`src/rtl/core/ftod_pkg.sv`:
```
`timescale 1ns / 1ps

package ftod_pkg;

    localparam int RATE_W     = 26;
    localparam int BYTE_W     = 8;
    localparam int COUNT_W    = 4;
    localparam int SKIP_W     = 3;
    localparam int LFSR_W     = 16;
    localparam int DIVISOR_W  = BYTE_W + 1;
    localparam int CFG_IDX_W  = 1;
    localparam int S_TDATA_W  = 8;
    localparam int M_TDATA_W  = 48;

    localparam int INDEX_WINDOW_BITS_DEF = 2048;

    localparam logic [RATE_W-1:0] NOMINAL_BITRATE_RST = RATE_W'(250000);
    localparam logic [RATE_W-1:0] EMULATOR_CLOCK_RST  = RATE_W'(36000000);
    localparam logic [LFSR_W-1:0] LFSR_SEED           = 16'hACE1;
    localparam logic [LFSR_W-1:0] LFSR_TAPS           = 16'hB400;
    localparam logic [BYTE_W-1:0] RAND_MASK           = 8'h54;
    localparam logic [BYTE_W-1:0] FULL_BYTE           = 8'hFF;
    localparam logic [3:0]        OPC_NIBBLE          = 4'hF;

    localparam logic [CFG_IDX_W-1:0] REG_NOMINAL_BITRATE = 1'b0;
    localparam logic [CFG_IDX_W-1:0] REG_EMULATOR_CLOCK  = 1'b1;

    localparam logic [BYTE_W-1:0] OPC_NOP        = 8'hF0;
    localparam logic [BYTE_W-1:0] OPC_SETINDEX   = 8'hF1;
    localparam logic [BYTE_W-1:0] OPC_SETBITRATE = 8'hF2;
    localparam logic [BYTE_W-1:0] OPC_SKIPBITS   = 8'hF3;
    localparam logic [BYTE_W-1:0] OPC_RAND       = 8'hF4;

    typedef enum logic [1:0] {
        PEND_NONE,
        PEND_RATE,
        PEND_SKIP
    } ftod_pend_t;

    typedef enum logic [1:0] {
        ST_IDLE,
        ST_EXEC,
        ST_DIV
    } ftod_state_t;

    typedef struct packed {
        logic load;
        logic exec;
    } ftod_cmd_t;

    typedef struct packed {
        logic emits;
        logic starts_div;
        logic out_busy;
        logic div_done;
    } ftod_stat_t;

    function automatic logic [BYTE_W-1:0] rev8(input logic [BYTE_W-1:0] b);
        logic [BYTE_W-1:0] r;
        for (int i = 0; i < BYTE_W; i++) begin
            r[i] = b[BYTE_W-1-i];
        end
        return r;
    endfunction

endpackage

```
`src/rtl/core/floppy_track_opcode_decoder_top.sv`:
```
`timescale 1ns / 1ps

// Channel   Dir  tdata (low bit up)                              tuser
// s_        in   track_byte[7:0]                                 side_start
// m_        out  cell_bits[7:0] bit_count[11:8] index_mask[19:12]
//                bit_rate[45:20] rate_fault[46] pad[47]           flaky
// cfg_      in   write port, index 0 nominal_bitrate, 1 emulator_clock
//
// Flow: an item is taken in idle and decoded in the exec state; no new item is
//   taken until it is through. A nonzero rate operand also runs the 26-step
//   restoring divider, and the next item waits for its quotient.
// Reset: synchronous, active low.
// Stalls: one result waits in the output register while the next item is
//   taken; a result-producing item holds in decode until that register frees.

module floppy_track_opcode_decoder_top #(
    parameter int INDEX_WINDOW_BITS = ftod_pkg::INDEX_WINDOW_BITS_DEF
) (
    input  logic                           aclk,
    input  logic                           aresetn,
    // configuration write port
    input  logic                           cfg_wr_en,
    input  logic [ftod_pkg::CFG_IDX_W-1:0] cfg_index,
    input  logic [ftod_pkg::RATE_W-1:0]    cfg_wdata,
    // input items
    input  logic                           s_tvalid,
    output logic                           s_tready,
    input  logic [ftod_pkg::S_TDATA_W-1:0] s_tdata,   // track_byte
    input  logic                           s_tuser,   // side_start
    // result items
    output logic                           m_tvalid,
    input  logic                           m_tready,
    output logic [ftod_pkg::M_TDATA_W-1:0] m_tdata,   // cell_bits, bit_count,
                                                      // index_mask, bit_rate,
                                                      // rate_fault
    output logic                           m_tuser    // flaky
);
    import ftod_pkg::*;

    ftod_cmd_t  cmd;
    ftod_stat_t stat;

    // sequencer: idle / decode / wait on divider
    ftod_ctrl u_ctrl (
        .aclk     (aclk),
        .aresetn  (aresetn),
        .s_tvalid (s_tvalid),
        .s_tready (s_tready),
        .stat     (stat),
        .cmd      (cmd)
    );

    // decode state, divider and output register
    ftod_datapath #(
        .INDEX_WINDOW_BITS (INDEX_WINDOW_BITS)
    ) u_datapath (
        .aclk      (aclk),
        .aresetn   (aresetn),
        .cfg_wr_en (cfg_wr_en),
        .cfg_index (cfg_index),
        .cfg_wdata (cfg_wdata),
        .s_tdata   (s_tdata),
        .s_tuser   (s_tuser),
        .cmd       (cmd),
        .stat      (stat),
        .m_tvalid  (m_tvalid),
        .m_tready  (m_tready),
        .m_tdata   (m_tdata),
        .m_tuser   (m_tuser)
    );

endmodule

```
`src/rtl/core/ftod_div.sv`:
```
`timescale 1ns / 1ps

module ftod_div (
    input  logic                           aclk,
    input  logic                           aresetn,
    input  logic                           start,
    input  logic [ftod_pkg::RATE_W-1:0]    dividend,
    input  logic [ftod_pkg::DIVISOR_W-1:0] divisor,
    output logic                           done,
    output logic [ftod_pkg::RATE_W-1:0]    quotient
);
    import ftod_pkg::*;

    localparam int CNT_W = $clog2(RATE_W + 1);

    logic                 busy_reg, busy_next;
    logic                 done_reg, done_next;
    logic [CNT_W-1:0]     cnt_reg, cnt_next;
    logic [RATE_W-1:0]    quo_reg, quo_next;
    logic [DIVISOR_W-1:0] rem_reg, rem_next;
    logic [DIVISOR_W-1:0] dvs_reg, dvs_next;
    logic [DIVISOR_W:0]   rem_sh, rem_sub;
    logic                 ge;

    // restoring divide, one quotient bit per cycle
    always_comb begin
        rem_sh    = {rem_reg, quo_reg[RATE_W-1]};
        ge        = rem_sh >= {1'b0, dvs_reg};
        rem_sub   = rem_sh - {1'b0, dvs_reg};
        busy_next = busy_reg;
        done_next = 1'b0;
        cnt_next  = cnt_reg;
        quo_next  = quo_reg;
        rem_next  = rem_reg;
        dvs_next  = dvs_reg;
        if (start) begin
            busy_next = 1'b1;
            cnt_next  = '0;
            quo_next  = dividend;
            rem_next  = '0;
            dvs_next  = divisor;
        end else if (busy_reg) begin
            quo_next = {quo_reg[RATE_W-2:0], ge};
            rem_next = ge ? rem_sub[DIVISOR_W-1:0] : rem_sh[DIVISOR_W-1:0];
            cnt_next = cnt_reg + 1'b1;
            if (cnt_reg == CNT_W'(RATE_W - 1)) begin
                busy_next = 1'b0;
                done_next = 1'b1;
            end
        end
    end

    always_ff @(posedge aclk) begin
        if (!aresetn) begin
            busy_reg <= 1'b0;
            done_reg <= 1'b0;
            cnt_reg  <= '0;
        end else begin
            busy_reg <= busy_next;
            done_reg <= done_next;
            cnt_reg  <= cnt_next;
        end
        quo_reg <= quo_next;
        rem_reg <= rem_next;
        dvs_reg <= dvs_next;
    end

    assign done     = done_reg;
    assign quotient = quo_reg;

endmodule

```
`src/rtl/core/ftod_datapath.sv`:
```
`timescale 1ns / 1ps

module ftod_datapath #(
    parameter int INDEX_WINDOW_BITS = ftod_pkg::INDEX_WINDOW_BITS_DEF
) (
    input  logic                           aclk,
    input  logic                           aresetn,
    input  logic                           cfg_wr_en,
    input  logic [ftod_pkg::CFG_IDX_W-1:0] cfg_index,
    input  logic [ftod_pkg::RATE_W-1:0]    cfg_wdata,
    input  logic [ftod_pkg::S_TDATA_W-1:0] s_tdata,
    input  logic                           s_tuser,
    input  ftod_pkg::ftod_cmd_t            cmd,
    output ftod_pkg::ftod_stat_t           stat,
    output logic                           m_tvalid,
    input  logic                           m_tready,
    output logic [ftod_pkg::M_TDATA_W-1:0] m_tdata,
    output logic                           m_tuser
);
    import ftod_pkg::*;

    localparam int IDX_W = $clog2(INDEX_WINDOW_BITS + 1);
    localparam int CMP_W = (IDX_W > COUNT_W) ? IDX_W : COUNT_W;

    logic [RATE_W-1:0] nominal_reg, emu_clk_reg;
    logic [BYTE_W-1:0] byte_reg;
    logic              side_reg;

    logic [RATE_W-1:0] rate_reg, rate_next;
    logic [SKIP_W-1:0] skip_reg, skip_next;
    ftod_pend_t        pend_reg, pend_next;
    logic [IDX_W-1:0]  il_reg, il_next;
    logic [LFSR_W-1:0] lfsr_reg, lfsr_next;
    logic              fault_reg, fault_next;

    logic               m_valid_reg, m_valid_next;
    logic [BYTE_W-1:0]  o_cells_reg, o_cells_next;
    logic [COUNT_W-1:0] o_count_reg, o_count_next;
    logic               o_flaky_reg, o_flaky_next;
    logic [BYTE_W-1:0]  o_mask_reg, o_mask_next;
    logic [RATE_W-1:0]  o_rate_reg, o_rate_next;
    logic               o_fault_reg, o_fault_next;

    // side-start view of the state
    logic [RATE_W-1:0]  rate_eff;
    logic [SKIP_W-1:0]  skip_eff;
    ftod_pend_t         pend_eff;
    logic [IDX_W-1:0]   il_eff;
    logic               fault_eff;

    logic [BYTE_W-1:0]  b;
    logic               is_op, emits;
    logic [LFSR_W-1:0]  lfsr_step;
    logic [COUNT_W-1:0] count;
    logic [BYTE_W-1:0]  mask;
    logic [CMP_W-1:0]   il_w, cnt_w;
    logic [IDX_W-1:0]   il_after;
    logic [BYTE_W-1:0]  data_bits, rand_bits;

    logic              div_done;
    logic [RATE_W-1:0] quotient;

    ftod_div u_div (
        .aclk     (aclk),
        .aresetn  (aresetn),
        .start    (cmd.exec && stat.starts_div),
        .dividend (emu_clk_reg),
        .divisor  ({b, 1'b0}),
        .done     (div_done),
        .quotient (quotient)
    );

    always_ff @(posedge aclk) begin
        if (!aresetn) begin
            nominal_reg <= NOMINAL_BITRATE_RST;
            emu_clk_reg <= EMULATOR_CLOCK_RST;
        end else if (cfg_wr_en) begin
            unique case (cfg_index)
                REG_NOMINAL_BITRATE: nominal_reg <= cfg_wdata;
                REG_EMULATOR_CLOCK:  emu_clk_reg <= cfg_wdata;
                default: ;
            endcase
        end
    end

    always_ff @(posedge aclk) begin
        if (cmd.load) begin
            byte_reg <= s_tdata[BYTE_W-1:0];
            side_reg <= s_tuser;
        end
    end

    always_comb begin
        rate_eff  = side_reg ? nominal_reg : rate_reg;
        skip_eff  = side_reg ? '0 : skip_reg;
        pend_eff  = side_reg ? PEND_NONE : pend_reg;
        il_eff    = side_reg ? '0 : il_reg;
        fault_eff = side_reg ? 1'b0 : fault_reg;

        b     = rev8(byte_reg);
        is_op = b[7:4] == OPC_NIBBLE;
        emits = (pend_eff == PEND_NONE) && (!is_op || b == OPC_RAND);

        lfsr_step = {1'b0, lfsr_reg[LFSR_W-1:1]} ^ (lfsr_reg[0] ? LFSR_TAPS : '0);
        count     = COUNT_W'(BYTE_W) - COUNT_W'(skip_eff);
        data_bits = b & (FULL_BYTE >> skip_eff);
        rand_bits = (lfsr_step[BYTE_W-1:0] & RAND_MASK) >> skip_eff;

        // bit j (from the right) is the (count-j)-th emitted bit
        il_w = CMP_W'(il_eff);
        cnt_w = CMP_W'(count);
        for (int j = 0; j < BYTE_W; j++) begin
            mask[j] = (COUNT_W'(j) < count) &&
                      (CMP_W'(count - COUNT_W'(j)) <= il_w);
        end
        il_after = (il_w > cnt_w) ? IDX_W'(il_w - cnt_w) : '0;
    end

    always_comb begin
        rate_next    = rate_reg;
        skip_next    = skip_reg;
        pend_next    = pend_reg;
        il_next      = il_reg;
        lfsr_next    = lfsr_reg;
        fault_next   = fault_reg;
        m_valid_next = m_valid_reg && !m_tready;
        o_cells_next = o_cells_reg;
        o_count_next = o_count_reg;
        o_flaky_next = o_flaky_reg;
        o_mask_next  = o_mask_reg;
        o_rate_next  = o_rate_reg;
        o_fault_next = o_fault_reg;

        if (div_done) begin
            rate_next = quotient;
        end else if (cmd.exec) begin
            rate_next  = rate_eff;
            skip_next  = skip_eff;
            pend_next  = PEND_NONE;
            il_next    = il_eff;
            fault_next = fault_eff;
            unique case (pend_eff)
                PEND_RATE: begin
                    if (b == '0) begin
                        fault_next = 1'b1;
                    end
                end
                PEND_SKIP: skip_next = b[SKIP_W-1:0];
                default: begin
                    if (is_op) begin
                        unique case (b)
                            OPC_SETINDEX:   il_next = IDX_W'(INDEX_WINDOW_BITS);
                            OPC_SETBITRATE: pend_next = PEND_RATE;
                            OPC_SKIPBITS:   pend_next = PEND_SKIP;
                            OPC_RAND:       lfsr_next = lfsr_step;
                            default: ;
                        endcase
                    end
                end
            endcase
            if (emits) begin
                skip_next    = '0;
                il_next      = il_after;
                m_valid_next = 1'b1;
                o_cells_next = is_op ? rand_bits : data_bits;
                o_count_next = count;
                o_flaky_next = is_op;
                o_mask_next  = mask;
                o_rate_next  = rate_eff;
                o_fault_next = fault_eff;
            end
        end
    end

    always_ff @(posedge aclk) begin
        if (!aresetn) begin
            rate_reg    <= NOMINAL_BITRATE_RST;
            skip_reg    <= '0;
            pend_reg    <= PEND_NONE;
            il_reg      <= '0;
            lfsr_reg    <= LFSR_SEED;
            fault_reg   <= 1'b0;
            m_valid_reg <= 1'b0;
        end else begin
            rate_reg    <= rate_next;
            skip_reg    <= skip_next;
            pend_reg    <= pend_next;
            il_reg      <= il_next;
            lfsr_reg    <= lfsr_next;
            fault_reg   <= fault_next;
            m_valid_reg <= m_valid_next;
        end
        o_cells_reg <= o_cells_next;
        o_count_reg <= o_count_next;
        o_flaky_reg <= o_flaky_next;
        o_mask_reg  <= o_mask_next;
        o_rate_reg  <= o_rate_next;
        o_fault_reg <= o_fault_next;
    end

    assign stat.emits      = emits;
    assign stat.starts_div = (pend_eff == PEND_RATE) && (b != '0);
    assign stat.out_busy   = m_valid_reg && !m_tready;
    assign stat.div_done   = div_done;

    assign m_tvalid = m_valid_reg;
    assign m_tuser  = o_flaky_reg;
    assign m_tdata  = {1'b0, o_fault_reg, o_rate_reg, o_mask_reg, o_count_reg, o_cells_reg};

`ifndef SYNTHESIS
    a_no_emit_over_full: assert property (@(posedge aclk) disable iff (!aresetn)
        cmd.exec && emits |-> !(m_valid_reg && !m_tready))
        else $error("result written over a waiting item");
    a_no_exec_in_div: assert property (@(posedge aclk) disable iff (!aresetn)
        cmd.exec && stat.starts_div |=> !cmd.exec && !cmd.load)
        else $error("new item handled while divide runs");
    a_count_range: assert property (@(posedge aclk) disable iff (!aresetn)
        m_valid_reg |-> (o_count_reg >= COUNT_W'(1)) && (o_count_reg <= COUNT_W'(BYTE_W)))
        else $error("bit count out of range");
    a_mask_in_count: assert property (@(posedge aclk) disable iff (!aresetn)
        m_valid_reg |-> ($countones(o_mask_reg) <= int'(o_count_reg)))
        else $error("index mask wider than bit count");
`endif

endmodule

```
`src/rtl/core/ftod_ctrl.sv`:
```
`timescale 1ns / 1ps

module ftod_ctrl (
    input  logic                 aclk,
    input  logic                 aresetn,
    input  logic                 s_tvalid,
    output logic                 s_tready,
    input  ftod_pkg::ftod_stat_t stat,
    output ftod_pkg::ftod_cmd_t  cmd
);
    import ftod_pkg::*;

    ftod_state_t state_reg, state_next;

    always_ff @(posedge aclk) begin
        if (!aresetn) begin
            state_reg <= ST_IDLE;
        end else begin
            state_reg <= state_next;
        end
    end

    always_comb begin
        state_next = state_reg;
        cmd        = '0;
        s_tready   = 1'b0;
        unique case (state_reg)
            ST_IDLE: begin
                s_tready = 1'b1;
                if (s_tvalid) begin
                    cmd.load   = 1'b1;
                    state_next = ST_EXEC;
                end
            end
            ST_EXEC: begin
                // hold until the output register can take a result
                if (!(stat.emits && stat.out_busy)) begin
                    cmd.exec   = 1'b1;
                    state_next = stat.starts_div ? ST_DIV : ST_IDLE;
                end
            end
            ST_DIV: begin
                if (stat.div_done) begin
                    state_next = ST_IDLE;
                end
            end
            default: state_next = ST_IDLE;
        endcase
    end

endmodule
```
`config.mk`:
```
export PLATFORM = sky130hd
export DESIGN_NAME = floppy_track_opcode_decoder_top
export DESIGN_NICKNAME = d
export VERILOG_FILES = /design/src/rtl/core/ftod_pkg.sv /design/src/rtl/core/floppy_track_opcode_decoder_top.sv /design/src/rtl/core/ftod_div.sv /design/src/rtl/core/ftod_datapath.sv /design/src/rtl/core/ftod_ctrl.sv
export SDC_FILE = /design/constraint.sdc
export NUM_CORES = 1
export LEC_CHECK = 0
export BUFFER_PORTS_ARGS = -buffer_cell sky130_fd_sc_hd__buf_2
export CAP_MARGIN = 20
export CORE_AREA = 5 5 137 139
export CTS_BUF_LIST = sky130_fd_sc_hd__clkbuf_2
export CTS_CLUSTER_SIZE = 24
export DETAILED_ROUTE_END_ITERATION = 6
export DIE_AREA = 0 0 142 144
export GPL_TIMING_DRIVEN = 1
export PLACE_DENSITY = 0.86
export SYNTH_ARGS = -nofsm -noshare
export SYNTH_HDL_FRONTEND = slang
export SYNTH_SLANG_ARGS = --single-unit
export TNS_END_PERCENT = 100
```
`constraint.sdc`:
```
create_clock -name aclk -period 10.3 [get_ports aclk]
set_input_delay 0.515 -clock aclk [delete_from_list [all_inputs] [get_ports aclk]]
set_output_delay 0.515 -clock aclk [all_outputs]
set_load 0.005 [all_outputs]
```
Word level (Yosys, flattened, before mapping)
Index checks and enable logic that the tools add are counted. W data, S select, Z words.

Add/subtract/negate cells: 11. Multipliers: 0. Divide/modulo/power cells: 0. Order comparisons: 18. Eq/ne operators: 13. Shift-type cells: 2. Muxes and demuxes: 41. Bitwise operators: 7. Reduce and logical (&&, ||, !) cells: 31.

Operators by type and width (number): $mux W26 (5); $le A12 B12 Y1 (7); $mux W12 (6); $eq A8 B8 Y1 const B (4); $sub A4 B3 Y5 const B (4); $lt A3 B4 Y1 const A (4); $mux W16 (1); $xor A15 B16 Y16 (1); $mux W1 (15); $mux W2 (7); $logic_and A1 B1 Y1 (13); $gt A12 B4 Y1 (1); $le A4 B12 Y1 (1); $sub A12 B4 Y12 (1); $ge A10 B9 Y1 (1); $sub A4 B2 Y5 const B (2); $mux W3 (3); $mux W9 (1); $sub A9 B9 Y9 (1); $and A8 B8 Y8 (1); $logic_not A8 Y1 (1); $lt A1 B4 Y1 const A (2); $lt A2 B4 Y1 const A (2); $mux W8 (1); 24 further kinds (38).

Register bits: 222. Latch bits: 0. Memory bits (writable): 0. Memory bits (read-only): 0. Output and inout bits: 51. Logic and storage cells: 147. Memories: 0.

Logic depth before layout (Yosys ltp)
Gate-level depths: netlist of run 1.

Depth in word-level cells: 9. Depth in mapped cells: 15. Mapped depth without buffers: 13.

By module
Synthesis of run 1 repeated with hierarchy kept, for this count alone.

Cell total of the unflattened synthesis: 1207. Area, all modules: 11669.9 um^2.

By module, submodules not included: ftod_datapath (instances 1, cells each 995, area an instance 9033.7 um^2, sequential area each 3973.8 um^2); ftod_div (instances 1, cells each 199, area an instance 2518.7 um^2, sequential area each 1371.3 um^2); ftod_ctrl (instances 1, cells each 13, area an instance 117.6 um^2, sequential area each 40.0 um^2).

Worst setup path before layout of run 1
Ideal clock, no wire load.

Path kind: flip-flop to flip-flop. From: reg u_datapath.side_reg. To: reg u_datapath.o_flaky_reg (netlist: u_datapath.m_tuser) (enable). Library setup time: 0.454 ns. Arrival: 3.373 ns. Required time: 9.846 ns. Setup slack: 6.473 ns. Stages on the path, launching flop included: 9. Path buffers: 2. Cells stage by stage: edfxtp_1 -> buf_2 -> clkbuf_1 -> nor2b_1 -> inv_1 -> ha_1 -> o21a_4 -> nand2_1 -> nor2_1.

Longest elaborated chain between the ends: 7.

RTL lines: from (decl) (RTL line ftod_datapath.sv:27) `logic side_reg;`; from (signal assigned) (RTL line ftod_datapath.sv:89) `side_reg <= s_tuser;`; $mux W2 (*) (RTL line ftod_datapath.sv:96) `pend_eff = side_reg ? PEND_NONE : pend_reg;`; $logic_not A2 Y1 (*) (RTL line ftod_datapath.sv:102) `emits = (pend_eff == PEND_NONE) && (!is_op || b == OPC_RAND);`; $logic_and A1 B1 Y1 (*) (RTL line ftod_datapath.sv:102); $logic_and A1 B1 Y1 (RTL line ftod_ctrl.sv:37) `if (!(stat.emits && stat.out_busy)) begin`; $mux W1 (RTL line ftod_ctrl.sv:37); $mux W1 (RTL line ftod_ctrl.sv:27) `unique case (state_reg)`; $reduce_and A3 Y1 (no source line) (*); to (signal assigned) (RTL line ftod_datapath.sv:195) `o_flaky_reg <= o_flaky_next;`; to (decl) (RTL line ftod_datapath.sv:39) `logic o_flaky_reg, o_flaky_next;`.

Every way passes the cells marked *; elsewhere a longest branch is shown, timed or not. A chain may end at the register's enable or synchronous reset.

Final worst setup path of run 1
From: reg u_datapath.side_reg. To: reg u_datapath.il_reg[10].

RTL lines: $mux W3 (*) (RTL line ftod_datapath.sv:95) `skip_eff = side_reg ? '0 : skip_reg;`; $sub A4 B3 Y4 (*) (RTL line ftod_datapath.sv:105) `count = COUNT_W'(BYTE_W) - COUNT_W'(skip_eff);`; net u_datapath.count[2] (RTL line ftod_datapath.sv:54) `logic [COUNT_W-1:0] count;`; $sub A12 B4 Y12 or $gt A12 B4 Y1 (tied branches) (RTL line ftod_datapath.sv:116) `il_after = (il_w > cnt_w) ? IDX_W'(il_w - cnt_w) : '0;`; $mux W12 (*) (RTL line ftod_datapath.sv:116); $mux W12 (*) (RTL line ftod_datapath.sv:161) `if (emits) begin`; to (signal assigned) (RTL line ftod_datapath.sv:188) `il_reg <= il_next;`; to (decl) (RTL line ftod_datapath.sv:32) `logic [IDX_W-1:0] il_reg, il_next;`.

The timed path passes the listed nets; every way through them passes the cells marked *.

==> run summary, run 1 <==
Final nets = 1403
Via count = 9314
Inserted Clock Buffers = 54
Vias in the first global route = 9286
Core box area = 0.0175 mm²
Port Buffers = 90
Clock latency on the worst-skew pair = 0.85 ns
Wire per inst = 18.2 µm
Crit path cell chain = buf_4, inv_1, nand2_1, ha_1, ha_1, inv_1, ha_1, nand4_1, a21boi_0, o21ai_1, o21ai_0, a221oi_1, nor2b_1
Failing checks = DRC
Final WL = 28400 µm
Period minus WS final = 4.73 ns
Die H = 144 µm
PwrDens = 135 mW/mm²
CP startpoint kind = register
Final core occ = 0.729
Post-Syn Area per Cell = 9.84 µm²
Max cap viols = 0
Clk_skew = 0.0925 ns
Nature of the critical path endpoint = register
Hold_ws = 0.0812 ns
Status = complete, but fails checks
Share of layout cells above drive strength 1 = 0.197
Most frequent cells in the layout = nand2_1 (193), dfxtp_1 (131), edfxtp_1 (91), clkbuf_2 (90), buf_2 (90)
P_leak = 5.31 nW
Yosys reg bits = 222
Worst rel slew slack = 0.313
Grt ovf = 0
Cts hold-fix bufs = 35
Share of the synthesized area in the top cell type = 0.241
Initial Util = 0.646
Tcrit/Tclk final = 0.459
Final ANT Viol Nets = 0
CTS sink count = 222
Die ar. = 0.0204 mm²
Internal power = 1.25 mW
Critical path class = register to register
Crit-path slowest cell = o21ai_1
Max Root-Sink Buffers = 3
Drt initial violations = 591
Comb power frac = 0.101
Clock share of power = 0.343
Setup slack after layout = 5.57 ns
Hold Crit Class = input port to register
Slew @ Worst Pin = 1.03 ns
Mapped Nets = 1272
CTS H-tree lvls = 2
Fmax = 211 MHz
Reg area = 0.00536 mm²
Commonest non-fill, non-tap cell in the layout = nand2_1
Width of the chip = 142 µm
Sequential element share of the synthesized area = 0.472
Total Neg Setup Slack = 0 ns
Layout area overhead = 12.8%
1st-pass router iterations = 7
Row count = 49
GP Congestion = 0.940
Sequential share of power = 0.556
Place WS = 5.72 ns
Area of the multi-input gates = 0.00555 mm²
R2R setup slack = 5.57 ns
Ys async rst share = 0
Antenna violations before repair = 1
CTS-repair resized insts = 0
Via density = 5.97
GRT Resource Usage Total = 0.276
Number of synthesized flops with an enable pin = 91
Final Hold Vio Count = 0
Critical Path Most Common Cell = ha_1
Max-slew violation total from the final report = 0
Largest net degree at the start of global routing = 118
Synth top area cells = edfxtp_1 (24%), dfxtp_1 (23%), ha_1 (8.5%), nand2_1 (6.4%), mux2_2 (5.1%)
Yosys warns = 0
First-pass GRT wire length = 45700 µm
Critical path data arrival time = 5.39 ns
CP Max Fanout = 49
Area leader, netlist = edfxtp_1
Post-Synthesis Cells = 1152
Synthesized area = 0.0113 mm²
Switching Fraction = 0.277
Root Buffer = clkbuf_2
Peak supply drop = 0.000117 V
DR DRC count = 2
Hpwl dp = 18500 µm
Reg clk slew, reported paths = 0.10 ns
# setup viols final = 0
CTS tree = built
Synth Flop Type = dfxtp_1
RSZ-0062 raised after global routing = false
Netlist cell types = 63
Slowest stage delay, CP = 0.80 ns
Required @ worst endpoint = 10.96 ns
Setup Buffers After CTS = 0
Fillers = 1257
I/O pin total = 92
P_sw = 0.478 mW
==> area by class of cell <==
class,count,area share
timing repair buffer,136,0.0697
clock buffer,90,0.0352
inverter,51,0.0150
multi-input combinational,818,0.434
antenna,1,0.000196
sequential,222,0.419
tap,229,0.0224
clock inverter,12,0.00460
==> stage by stage <==
step / std cells / cell area, µm² / power (mW)
floorplan: 1152 / 11300 / 1.08
global placement: 1420 / 11900 / 1.14
detailed placement: 1420 / 11900 / 1.14
CTS: 1557 / 12800 / 1.73
global route: 1559 / 12800 / 1.81
finish: 1559 / 12800 / 1.73
==> cells by family after synthesis <==
group	share of synthesized area
other	0.000331
AO/OA/AOI/OAI	0.139
multiplexers	0.0816
flip-flops	0.472
buffers and inverters	0.0396
adder cells (fa/ha/maj)	0.0885
XOR/XNOR	0.0139
AND/OR/NAND/NOR	0.165
==> synth_stat cells (6+ instances only) <==
cell and instances:
nand2b_1 8, xnor2_1 14, o21ai_0 57, nand4b_1 6
nor3_1 16, dfxtp_1 131, a31oi_1 8, nand4_1 21
edfxtp_1 91, nand3_1 32, clkbuf_1 43, a21oi_1 48
buf_2 10, nor2b_1 28, ha_1 77, and2_1 21
nand2_1 193, nor2_1 42, mux2i_1 35, a21boi_0 48
mux2_2 51, o211ai_1 10, a21o_1 14, or2_2 6
inv_1 51, a211oi_1 9, nand3b_1 6
==> power groups by stage <==
stage	registers (mW)	logic (mW)	clock network (mW)
floorplan	0.976	0.108	0
global placement	0.978	0.157	0
detailed placement	0.979	0.161	0
CTS	0.959	0.172	0.603
global route	0.963	0.192	0.654
finish	0.960	0.175	0.593
==> final timing paths <==
check	startpoint	end	cells past startpoint
setup / recovery	u_datapath.side_reg	u_datapath.il_reg[10]	13
hold / removal	m_tready	u_datapath.m_tvalid	3
setup reg to reg	u_datapath.side_reg	u_datapath.il_reg[10]	13
hold reg to reg	u_datapath.u_div.rem_reg[8]	u_datapath.u_div.rem_reg[8]	2
==> metal layers <==
layer  global-route usage  wire [µm]
met1                0.368      12200
met2                0.453      13300
met3               0.0552       2130
met4               0.0960        702
met5                    0          0
==> worst max-delay path, delay by kind of cell (launching register included) <==
kind	cells	cell delay, ns
AOI/OAI and AO/OA	4	1.44
adders and majority gates	3	1.25
buffers and inverters	3	0.94
DFF	1	0.37
and+or+nand+nor	3	0.55
(Power assumes the default switching activity.)
==> inputs of run 2 (changes only) <==
- CORE_AREA: 5 5 137 139 -> 5 5 149 151
- DIE_AREA: 0 0 142 144 -> 0 0 154 156
- PLACE_DENSITY: 0.86 -> 0.77
- clock period: 10.3 -> 3.81 ns (I/O delays scaled with it)
==> run 2 against run 1 <==
  * The run now ends clean
  * Sequential cell count unchanged
  * Sequential share of layout area decreased by 1.2 points
  * Core utilization decreased by 9.3 points
  * Power increased to 2.8 times the previous value
  * Sequential power increased to 2.7 times the previous value
  * Wire length decreased by 2.0%
  * Non-clock buffer count increased by 28
  * Final area increased by 2.9%
  * Worst setup slack got worse by 5.1 ns
  * Critical path depth decreased by 1
  * Register-to-register slack got worse by 5.1 ns
  * Largest power group unchanged
==> run summary, run 2 (synthesis results as in run 1) <==
Status = completed
Met2 WL = 13000 µm
Clock latency on the worst-skew pair = 0.87 ns
CP Max Fanout = 11
Drt initial violations = 580
Critical path class = register to register
Core box area = 0.0207 mm²
CTS sink count = 222
Hold Crit Class = input port to register
CTS tree = built
Nature of the critical path endpoint = register
Width of the chip = 154 µm
Cells on worst reg2reg path = 12
Clk_skew = 0.0909 ns
Max cap viols = 0
Final ANT Viol Nets = 0
Via count = 9238
RSZ-0062 raised after global routing = false
Final WL = 27800 µm
Commonest non-fill, non-tap cell in the layout = nand2_1
Total power = 4.84 mW
CTS-repair resized insts = 0
Critical path data arrival time = 3.92 ns
Required @ worst endpoint = 4.44 ns
Final nets = 1433
Fmax = 304 MHz
Final Hold Vio Count = 0
Hpwl dp = 17800 µm
Antenna violations before repair = 1
Post-Route M1 WL = 12400 µm
Die ar. = 0.0240 mm²
I/O pin total = 92
PwrDens = 368 mW/mm²
GP Congestion = 0.954
Hold path cells = 2
Inserted Clock Buffers = 56
WL met3 = 1840 µm
Layout area overhead = 16.0%
CP startpoint kind = register
Max-slew violation total from the final report = 0
Worst rel slew slack = 0.271
Period minus WS final = 3.29 ns
Row count = 53
Most frequent cells in the layout = nand2_1 (193), dfxtp_1 (131), edfxtp_1 (91), buf_2 (90), clkbuf_2 (84)
P_leak = 5.44 nW
Slew @ Worst Pin = 1.09 ns
1st-pass router iterations = 7
First-pass GRT wire length = 45500 µm
GRT Resource Usage Total = 0.229
Wire per inst = 17.0 µm
Share of layout cells above drive strength 1 = 0.198
Port Buffers = 90
Max Root-Sink Buffers = 3
Total Neg Setup Slack = 0 ns
DR top layer = met4
Reg clk slew, reported paths = 0.12 ns
Peak supply drop = 0.000308 V
Die H = 156 µm
Root Buffer = clkbuf_2
Tcrit/Tclk final = 0.864
Initial Util = 0.548
R2R setup slack = 0.52 ns
Vias in the first global route = 9152
Grt ovf = 0
# setup viols final = 0
Largest net degree at the start of global routing = 62
CTS H-tree lvls = 2
Via density = 5.65
DR DRC count = 0
==> run 2: cell count changes in the layout (fill, tap and decap cells not counted) <==
cell,before,now
buf_4,10,22
dlygate4sd3_1,35,52
clkbuf_2,90,84
inv_8,0,2
buf_8,1,0
clkinv_1,6,13
inv_2,1,0
bufinv_16,0,2
clkinv_4,0,1
inv_6,2,0
==> run 2: final cells by class <==
| class | instances | area, µm² |
|---|---|---|
| Multi-Input combinational cell | 818 | 5550 |
| Clock buffer | 84 | 420 |
| Tap cell | 275 | 344 |
| Inverter | 51 | 191 |
| Sequential cell | 222 | 5360 |
| Fill cell | 1694 | 7530 |
| Timing Repair Buffer | 164 | 1140 |
| Antenna cell | 1 | 2.50 |
| Clock inverter | 21 | 155 |
==> run 2: final timing paths <==
check	startpoint	to
setup reg to reg	u_datapath.side_reg	u_datapath.o_mask_reg[2]
hold / removal	s_tdata[7]	u_datapath.byte_reg[7]
setup / recovery	u_datapath.side_reg	u_datapath.o_mask_reg[2]
hold reg to reg	u_datapath.lfsr_reg[4]	u_datapath.lfsr_reg[3]
==> run 2: critical path: stages (launching register included) <==
cell and delay (ns):
edfxtp_1 0.47, nand2b_1 0.18, buf_4 0.18, ha_1 0.22, ha_1 0.29, buf_4 0.18, a21oi_2 0.27, a21boi_1 0.43
ha_1 0.23, nand4_1 0.11, o21ai_0 0.16, o21ai_0 0.11, a221oi_1 0.30
==> run 2: routing by layer <==
metal  global-route usage  up-vias
li1                     -     4464
met1                0.305     4389
met2                0.378      332
met3               0.0441       53
met4               0.0791        0
met5                    0        -
==> run 2: metrics by stage <==
stage	utilization	area [µm²]	hold WS, ns	setup slack [ns]	instances
2_1_floorplan	-	11300	0.289	0.298	1152
3_3_place_gp	0.583	12100	0.369	0.652	1478
3_5_place_dp	0.583	12100	0.369	0.561	1478
4_1_cts	0.636	13200	0.00678	0.545	1635
5_1_grt	0.636	13200	0.0278	0.170	1636
6_report	0.636	13200	0.0797	0.518	1636
==> run 2: timing repair <==
item | in CTS | in global routing
setup buffers | 0 | 0
hold buffers | 52 | 0
endpoints found under the hold margin | 99 | 0
==> run 2: power by group <==
part / switching (mW) / internal (mW) / total (mW) / leakage (nW)
clock: 1.01 / 0.749 / 1.76 / 0.426
combinational: 0.273 / 0.215 / 0.488 / 3.12
sequential: 0.0451 / 2.55 / 2.59 / 1.90
==> inputs of run 3 (changes only) <==
- ABC_CLOCK_PERIOD_IN_PS: not set -> 3810
- BUFFER_PORTS_ARGS: -buffer_cell sky130_fd_sc_hd__buf_2 -> -buffer_cell sky130_fd_sc_hd__clkbuf_2
==> run 3 against run 2 <==
  * Sequential share of layout area decreased by 0.085 points
  * Sequential power about the same
  * Combinational power decreased by 0.8%
  * Register-to-register slack improved by 0.04 ns
  * Clock power increased by 4%
  * Largest cell class unchanged
  * Wire length about the same
  * Via count decreased by 1.1%
  * Sequential cell count unchanged
  * Final cell count about the same
  * First-iteration DRC count increased by 0.34%
  * Final area increased by 0.21%
  * Die area unchanged
  * Critical path type unchanged
==> run summary, run 3 (synthesis results as in run 1) <==
Status = completed
Clock latency on the worst-skew pair = 0.86 ns
Hpwl dp = 18000 µm
Reg clk slew, reported paths = 0.13 ns
Drt initial violations = 582
Peak supply drop = 0.000249 V
Most frequent cells in the layout = nand2_1 (193), clkbuf_2 (170), dfxtp_1 (131), edfxtp_1 (91), ha_1 (77)
Core box area = 0.0207 mm²
Reg-to-reg endpoint = u_datapath.o_mask_reg[2]
Grt ovf = 0
Final WL = 27900 µm
GRT Resource Usage Total = 0.228
RSZ-0062 raised after global routing = false
Tcrit/Tclk final = 0.853
CP startpoint kind = register
Layout area overhead = 16.3%
CP Max Fanout = 8
Slew @ Worst Pin = 1.11 ns
Reg area = 0.00536 mm²
CTS-repair resized insts = 0
CTS H-tree lvls = 2
Max Root-Sink Buffers = 3
Fmax = 308 MHz
Antenna violations before repair = 2
Largest net degree at the start of global routing = 72
Vias in the first global route = 9084
Width of the chip = 154 µm
Final ANT Viol Nets = 0
Critical path origin = u_datapath.side_reg
Period minus WS final = 3.25 ns
Max-slew violation total from the final report = 0
Hold Path Origin = s_tdata[1]
Setup Buffers After CTS = 0
Via count = 9140
Inserted Clock Buffers = 56
Clk_skew = 0.0762 ns
Critical path class = register to register
Die H = 156 µm
First-pass GRT wire length = 45400 µm
PwrDens = 373 mW/mm²
Worst rel slew slack = 0.263
Die ar. = 0.0240 mm²
Cells on worst reg2reg path = 12
Final Hold Vio Count = 0
Hold Crit Class = input port to register
Wire per inst = 17.0 µm
Nature of the critical path endpoint = register
Fillers = 1698
# setup viols final = 0
Via density = 5.59
CTS tree = built
1st-pass router iterations = 5
Hold path cells = 2
Row count = 53
Total Neg Setup Slack = 0 ns
Initial Util = 0.548
Area of the multi-input gates = 0.00555 mm²
Root Buffer = clkbuf_2
Port Buffers = 90
Required @ worst endpoint = 4.49 ns
GP Congestion = 0.983
Share of layout cells above drive strength 1 = 0.196
Hold worst-path end = u_datapath.byte_reg[1]
Max cap viols = 0
P_leak = 5.47 nW
Reg2reg start = u_datapath.side_reg
CTS sink count = 222
Commonest non-fill, non-tap cell in the layout = nand2_1
Final core occ = 0.637
Critical path data arrival time = 3.93 ns
Final nets = 1432
R2R setup slack = 0.56 ns
DR DRC count = 0
I/O pin total = 92
run 3: area by class of cell:
class	count	share of cell area
Tap cell	275	0.0261
Clock inverter	23	0.0146
Clock buffer	81	0.0308
Multi-Input combinational cell	818	0.421
Sequential cell	222	0.406
Inverter	51	0.0145
Timing Repair Buffer	163	0.0864
Antenna cell	2	0.000380
run 3: what timing repair did:
action,CTS,global route
hold buffers,48,0
endpoints found under the hold margin,97,0
setup endpoints to repair,0,0
run 3: report_power, final:
part,total (mW),switching [mW],internal [mW]
sequential,2.60,0.0466,2.55
clock,1.83,0.987,0.845
combinational,0.484,0.271,0.213
total,4.91,1.30,3.61
run 3: per-layer routing:
metal	GRT usage	vias up	part of all wire
met5	0	-	0
met4	0.0673	0	0.018
met3	0.0391	43	0.057
met2	0.387	271	0.48
met1	0.300	4363	0.45
li1	-	4463	-
run 3: critical path: stages (launching register included):
cell,delay (ns)
edfxtp_1,0.46
inv_1,0.13
nand2_1,0.15
buf_4,0.20
ha_1,0.29
nand2_1,0.25
ha_1,0.37
a21boi_1,0.20
ha_1,0.35
nand4_1,0.10
o21ai_0,0.15
o21ai_0,0.10
a221oi_1,0.31
run 3: how the worst max path moves through the flow:
stage / endpoint / slack (ns) / cells after the start
global placement: u_datapath.o_mask_reg[2] / 0.77 / 12
finish: u_datapath.o_mask_reg[2] / 0.56 / 12
CTS: u_datapath.o_mask_reg[2] / 0.60 / 12
detailed placement: u_datapath.o_mask_reg[2] / 0.62 / 12
global route: u_datapath.o_mask_reg[2] / 0.25 / 12
floorplan: u_datapath.o_mask_reg[2] / 0.30 / 14
run 3: stage by stage:
stage          power [mW]  setup WS [ns]  hold WS, ns  cells  cell area (µm²)
6_report             4.91          0.559       0.0583   1635            13200
5_1_grt              5.13          0.249      0.00743   1635            13200
4_1_cts              4.95          0.603      0.00158   1633            13200
3_5_place_dp         3.08          0.617        0.369   1481            12100
3_3_place_gp         3.08          0.775        0.369   1480            12100
2_1_floorplan        2.93          0.298        0.289   1152            11300
